## src/design/dfd_pkg.sv

```systemverilog
// ----------------------------------------------------------------------------
// dfd_pkg
// Shared types, constants and helpers for the disparity-to-depth colormap.
// ----------------------------------------------------------------------------
package dfd_pkg;

    // color table geometry
    localparam int TABLE_DEPTH = 4096;
    localparam int TBL_AW      = $clog2(TABLE_DEPTH);

    // divider: 32-bit quotient, split over DIV_STAGES register stages
    localparam int DIV_BITS   = 32;
    localparam int DIV_STAGES = 8;
    localparam int DIV_STEPS  = DIV_BITS / DIV_STAGES;

    localparam logic [7:0] CH_FULL = 8'd255;

    typedef enum logic {
        OP_PIXEL     = 1'b0,
        OP_TBL_WRITE = 1'b1
    } op_t;

    typedef enum logic [2:0] {
        CFG_DEPTH_SCALE   = 3'd0,
        CFG_NEAR_LIMIT    = 3'd1,
        CFG_FAR_LIMIT     = 3'd2,
        CFG_SKIP_COLUMNS  = 3'd3,
        CFG_PSEUDO_ENABLE = 3'd4
    } cfg_idx_t;

    // config values seen by the color stages
    typedef struct packed {
        logic [15:0] near_limit;
        logic [15:0] far_limit;
        logic        pseudo_enable;
    } dfd_cfg_t;

    // item sideband carried alongside the divider
    typedef struct packed {
        op_t         op;
        logic        skipped;
        logic        positive;
        logic [11:0] tidx;
        logic [23:0] tcolor;   // ch0 in [7:0], ch1 in [15:8], ch2 in [23:16]
    } dfd_side_t;

    // one divider stage word
    typedef struct packed {
        logic [DIV_BITS-1:0] num;   // dividend bits not yet consumed, MSB first
        logic [14:0]         rem;
        logic [14:0]         dvs;
        logic [DIV_BITS-1:0] quo;
        dfd_side_t           side;
    } dfd_dstage_t;

    // DIV_STEPS restoring-division steps
    function automatic dfd_dstage_t div_chunk(input dfd_dstage_t s);
        dfd_dstage_t r;
        logic [15:0] t;
        logic        qb;
        r = s;
        for (int j = 0; j < DIV_STEPS; j++)
        begin
            t  = {r.rem, r.num[DIV_BITS-1]};
            qb = (t >= {1'b0, r.dvs});
            if (qb)
            begin
                t = t - {1'b0, r.dvs};
            end
            r.rem = t[14:0];
            r.num = {r.num[DIV_BITS-2:0], 1'b0};
            r.quo = {r.quo[DIV_BITS-2:0], qb};
        end
        return r;
    endfunction

endpackage

```

## src/design/dfd_div_pipe.sv

```systemverilog
// ----------------------------------------------------------------------------
// dfd_div_pipe
// Pipelined restoring divider, DIV_STEPS quotient bits per stage.
// ----------------------------------------------------------------------------
module dfd_div_pipe
    import dfd_pkg::*;
(
    input  logic        clk,
    input  logic        rst_n,
    input  logic        in_valid,
    output logic        in_ready,
    input  dfd_dstage_t in_data,
    output logic        out_valid,
    input  logic        out_ready,
    output dfd_dstage_t out_data
);

    dfd_dstage_t             st_reg [DIV_STAGES];
    logic [DIV_STAGES-1:0]   v_reg;
    logic [DIV_STAGES:0]     adv;
    dfd_dstage_t             st_in  [DIV_STAGES];
    logic [DIV_STAGES-1:0]   v_in;

    assign adv[DIV_STAGES] = out_ready;
    assign in_ready        = adv[0];
    assign out_valid       = v_reg[DIV_STAGES-1];
    assign out_data        = st_reg[DIV_STAGES-1];

    genvar i;
    generate
        for (i = 0; i < DIV_STAGES; i++)
        begin : g_stage
            if (i == 0)
            begin : g_first
                assign st_in[i] = in_data;
                assign v_in[i]  = in_valid;
            end
            else
            begin : g_next
                assign st_in[i] = st_reg[i-1];
                assign v_in[i]  = v_reg[i-1];
            end

            assign adv[i] = !v_reg[i] || adv[i+1];

            always_ff @(posedge clk or negedge rst_n)
            begin
                if (!rst_n)
                begin
                    v_reg[i] <= 1'b0;
                end
                else if (adv[i])
                begin
                    v_reg[i] <= v_in[i];
                end
            end

            always_ff @(posedge clk)
            begin
                if (adv[i] && v_in[i])
                begin
                    st_reg[i] <= div_chunk(st_in[i]);
                end
            end
        end
    endgenerate

    // partial remainder stays below the divisor whenever the divisor is nonzero
    a_rem_bound: assert property (@(posedge clk) disable iff (!rst_n)
        out_valid && (out_data.dvs != 15'd0) |-> out_data.rem < out_data.dvs)
        else $error("divider remainder not below divisor");

endmodule

```

## config.mk

```make
export PLATFORM = sky130hd
export DESIGN_NAME = dfd_div_pipe
export DESIGN_NICKNAME = d
export VERILOG_FILES = /design/src/design/dfd_pkg.sv /design/src/design/dfd_div_pipe.sv
export SDC_FILE = /design/constraint.sdc
export NUM_CORES = 2
export LEC_CHECK = 0
export ABC_AREA = 1
export BUFFER_PORTS_ARGS = -buffer_cell sky130_fd_sc_hd__buf_2
export CORE_MARGIN = 4
export CORE_UTILIZATION = 40
export CTS_BUF_LIST = sky130_fd_sc_hd__clkbuf_4 sky130_fd_sc_hd__clkbuf_8
export DETAILED_ROUTE_END_ITERATION = 8
export MAX_ROUTING_LAYER = met4
export PLACE_DENSITY_LB_ADDON = 0.25
export SYNTH_ARGS = -nofsm -noshare
export SYNTH_HDL_FRONTEND = slang
export SYNTH_SLANG_ARGS = --single-unit
```

## constraint.sdc

```tcl
create_clock -name clk -period 21.8 [get_ports clk]
set_input_delay 4.36 -clock clk [delete_from_list [all_inputs] [get_ports clk]]
set_output_delay 4.36 -clock clk [all_outputs]
set_load 0.01 [all_outputs]
```

; Word level (Yosys, flattened, before mapping)
; Memory sizes are Yosys's and may differ from the RTL's.
; Cells that the tools add are included.
; Widths: inputs -> output; s select.
[totals]
register_bits = 8
mem_bits_rw = 1032
input_bits = 137
out_inout_bits = 135
elab_cells = 177
n_memories = 1
[classes]
addsub = 32
order_cmp = 32
muxes = 80
n_reduce_logical = 24
[mem_list]
columns = memory, depth, width, rd, rd_clocked_by_memory_dff, wr, line_no
row1 = st_reg, 8, 129, 8, 0, 8, dfd_div_pipe.sv:18  ; dfd_dstage_t st_reg [DIV_STAGES];
[op_table]
columns = cell, count
row1 = $mux 15, 64
row2 = $ge 16x15->1, 32
row3 = $sub 15x15->15, 32
row4 = $mux 1, 16
row5 = $logic_and 1x1->1, 8
row6 = $logic_not 1->1, 8
row7 = $logic_or 1x1->1, 8

; Logic depth before layout (Yosys ltp)
[depth]
word_depth = 20
depth_mapped = 55
mapped_depth_nobuf = 52

; Least setup slack after synthesis
; OpenSTA, ideal clock, no wires.
[synth_path]
kind = input -> register
start = in in_data[132] (netlist bit)
end = mem st_reg[0][92] (netlist bit) (data pin)
setup_ps = 252
arrival_time_ps = 10835
t_required_ps = 21548
setup_slack_ps = 10713
path_stages = 50
path_buffers = 4
path_cell_list = inv_1 -> ha_1 -> inv_1 -> fa_1 -> nand3_1 -> nand3_1 -> nand2_1 -> nand2_1 -> nand2_1 -> nand3_2 -> inv_2 -> clkbuf_1 -> o21ai_0 -> ha_1 -> a21oi_1 -> nand2_1 -> a21oi_1 -> nand3_1 -> (+14 left out) -> nor2_4 -> buf_2 -> nand2_1 -> o21ai_1 -> ha_1 -> a21oi_1 -> inv_1 -> nor2_1 -> inv_1 -> nand3_1 -> o2111ai_1 -> a21oi_1 -> o21ai_0 -> a21oi_1 -> nand3_2 -> buf_4 -> nand2_1 -> nand2_1
[synth_rtl]
columns = element, line_no
row1 = start: declaration, dfd_div_pipe.sv:12  ; input dfd_dstage_t in_data,
row2 = end: declaration, dfd_div_pipe.sv:18

==> metrics list <==
* Number of hold-repair buffers added at the cts stage: 0
* Average wire per standard cell: roughly 17 µm
* Remaining antenna violation count: 0
- Met2 layer wire length in the routed design: approximately 65 mm
- The routed design has between 100 and 150 mm of wire.
- Cell chosen for the clock root: clkbuf_8
- Routability-driven placement finished with a final weighted congestion of between 0.9 and 1.
- Number of top-level pins: around 270
* Count of placed standard cells in the final layout, fillers left out: 8224
- From left edge to right edge, the die measures between 300 and 400 µm.
* Commonest non-fill, non-tap cells in the layout: nand2_1 (1629), edfxtp_1 (808), inv_1 (630)
* Count of mapped cells out of synthesis: approximately 6100
* Flip-flop count of the largest register, all copies and words added: around 810
- Once placement completed, the tool counted placed cells totaling approximately 8000.
- Most common cell after layout, fill and taps aside: nand2_1
- Setup repair after global routing left no endpoint under its margin.
- The detailed router put a total of 68.8 mm of wire on met1.
- The first global-routing pass estimated ~220 mm of wire.
- Port Buf Inserts: between 200 and 250
- The worst path uses 56.7% of the clock period.
- In the synthesized netlist the async set-or-reset flop fraction comes to less than 1%.
- The floorplan step set the die height to 376 µm.
* Met3 Routed Length: ~7.3 mm
* FF+latch count, synth: 816
- Total negative setup slack: 0 ns
- Along the worst path, the maximum fanout reaches 24.
* Total clock buffers created by CTS: 139
- Avg Inst Size Synth: approximately 8.9 µm²
- Run status: finished, final reports clean
- After detailed routing, the number of vias per cell comes to roughly 5.1.
* Share of cells above drive strength 1: a little under a tenth
- Initial Util: approximately 40%
* Final Max Tran Viols: 0
* YS warnings: 0
* Number of vias after detailed routing: ~42000
- Antenna violations before repair: 5
- Number of rows created at floorplan: about 130
* Max Clock Freq: 80.9 MHz
* Total gr overflow: 0
- Relative to the synthesized area, the layout overhead comes to 10.5%.
- In this run, the number of DRC markers left after iteration 0 of detailed routing was around 3000.
- The clock reaches the later pin of the worst-skew pair after between 0.8 and 0.9 ns.
- For the pin with the worst max-slew slack, the measured transition is around 0.9 ns.
- Fill cells in the final layout number between 10000 and 15000.
* Netlist Area Pre-Place: roughly 0.054 mm²
- HPWL after detailed placement: roughly 110 mm
- The floorplan step defined a die boundary enclosing 0.141 mm².
- Across every metal layer, demand over resource in global routing totals about a fifth.
- After the last flow step, the layout net total stands at 6995.
- Type of the most critical hold path: flip-flop to flip-flop
* DR top layer: met4
* Clock slew at the register clock pins of the worst setup and hold paths: 0.06 ns
- Counting flops with a built-in enable in the synthesized netlist gives just over 800.
- Worst Setup Slack post-DPL: ~8.6 ns
- Initial DRT Pass Iterations: 6
- Across the run, the number of max-cap violations was 0.
* CTS Buffer Depth: 3
- Delay contributed by the slowest stage of the critical path: ~0.5 ns
- Clock tree synthesis found a total of 816 sinks.
* Cell repeated most along the worst path: nand2_1
- Type of the setup path with the least slack: input port to flip-flop
- Post-CTS Setup Bufs: 0
- Setup violations remaining at the end of the flow were counted as 0.
* Critical path startpoint category: input port
* Maximum number of pins on one net before global-route repair: 62
* Data required, critical path: 22.37 ns
- TritonCTS built the clock tree.
- The number of failing hold endpoints at the final stage is 0.
- PostCTS Resize Cnt: 0
- Count of different cell masters after synthesis: between 60 and 70
- The worst path meets setup with between 9 and 10 ns of slack.
- Data on the critical path arrives at its endpoint at around 13 ns.
- The most used flip-flop cell after synthesis is edfxtp_1.
* Level count of the clock H-tree: 4
- Number of global-route vias before repair: between 40000 and 50000
- The core region is roughly 0.13 mm².
* DRC: 0
- Library cell contributing the largest single delay on the critical path: fa_1
- After layout, the minimum clock period comes to roughly 12 ns.
- Clock skew on the completed layout was measured at between 0.03 and 0.04 ns.
* Post-synthesis sequential area ratio: between 40% and 50%
- Critical path capture point type: flip-flop
* Headroom to the max-slew limit: about 38%
[cells in the mapped netlist (9+ instances only)]
master | instances | area [µm²]
a21boi_0 | 16 | 120
a21o_1 | 31 | 233
a21oi_1 | 459 | 2300
a21oi_2 | 15 | 131
a31oi_1 | 18 | 113
buf_2 | 44 | 220
buf_4 | 45 | 338
clkbuf_1 | 15 | 56.3
edfxtp_1 | 808 | 24300
fa_1 | 32 | 641
ha_1 | 480 | 6010
inv_1 | 634 | 2380
inv_2 | 14 | 52.6
nand2_1 | 1629 | 6110
nand2_2 | 25 | 156
nand2_4 | 15 | 169
nand3_1 | 383 | 1920
nand3_2 | 20 | 200
nand3b_1 | 33 | 248
nand4_1 | 71 | 444
nor2_1 | 306 | 1150
nor3_1 | 49 | 245
nor4_1 | 18 | 113
o2111ai_1 | 11 | 96.3
o211ai_1 | 10 | 75.1
o21a_1 | 25 | 188
o21ai_0 | 330 | 1650
o21ai_1 | 37 | 185
o21bai_1 | 21 | 158
o221ai_1 | 9 | 78.8
o31ai_1 | 10 | 75.1
or2_2 | 35 | 219
xnor2_1 | 166 | 1450
xor2_1 | 175 | 1530
[metal layers]
layer | GRT usage (%) | vias to the layer above
met4 | 5.44 | 0
li1 | - | 21300
met3 | 3.07 | 182
met1 | 28.4 | 19600
met5 | - | -
met2 | 32.2 | 980
[per-stage QoR]
stage	cell area, µm²	hold WS (ns)	util (%)
after global placement	57000	0.400	42.5
after CTS	59800	0.393	44.6
after detailed placement	57000	0.405	42.5
after global routing	59800	0.403	44.7
after floorplan	54200	0.400	-
final	59800	0.400	44.7
[critical path, delay by kind of cell]
kind	cells	cell delay, ns
AO/OA/AOI/OAI	12	2.28
adder cells (fa/ha/maj)	4	1.59
AND/OR/NAND/NOR	24	3.74
buffers and inverters	5	0.91
[path summary, 6_finish.rpt]
check                                              start                        to  slack (ns)  cells past startpoint
worst min register to register  st_reg[0][382]$_DFFE_PP_  st_reg[0][515]$_DFFE_PP_        0.40                      0
min in group asynchronous                          rst_n       v_in[6]$_DFFE_PN0P_        3.36                      1
worst max-delay path                         in_data[72]   st_reg[0][88]$_DFFE_PP_        9.44                     45
worst min-delay path            st_reg[0][382]$_DFFE_PP_  st_reg[0][515]$_DFFE_PP_        0.40                      0
worst max register to register  st_reg[0][459]$_DFFE_PP_   st_reg[1][94]$_DFFE_PP_       11.41                     44
max in group asynchronous                          rst_n       v_in[4]$_DFFE_PN0P_       18.27                      1
[kinds of logic (layout without fill, tap and decap cells)]
group	after synthesis	in the layout	share of synthesized area, %
and+or+nand+nor	2623	2623	20.9
AOI/OAI and AO/OA	1008	1008	10.2
DFF	816	816	45.2
buffers and inverters	763	1121	5.82
adders and majority gates	512	512	12.3
xor gates and xnor gates	341	341	5.52
other	1	35	0.00693
[final cells by class]
type | count | area, µm² | share of cell area (%)
multi-input combinational | 4516 | 26700 | 44.6
sequential | 816 | 24500 | 40.9
inverter | 648 | 2440 | 4.08
tap | 1768 | 2210 | 3.70
clock buffer | 174 | 2180 | 3.65
timing repair buffer | 225 | 1170 | 1.96
clock inverter | 74 | 672 | 1.12
antenna | 3 | 7.51 | 0.0126
Power is not shown: default switching activity piles up to over one toggle a cycle in this logic, so the estimate is an artifact.
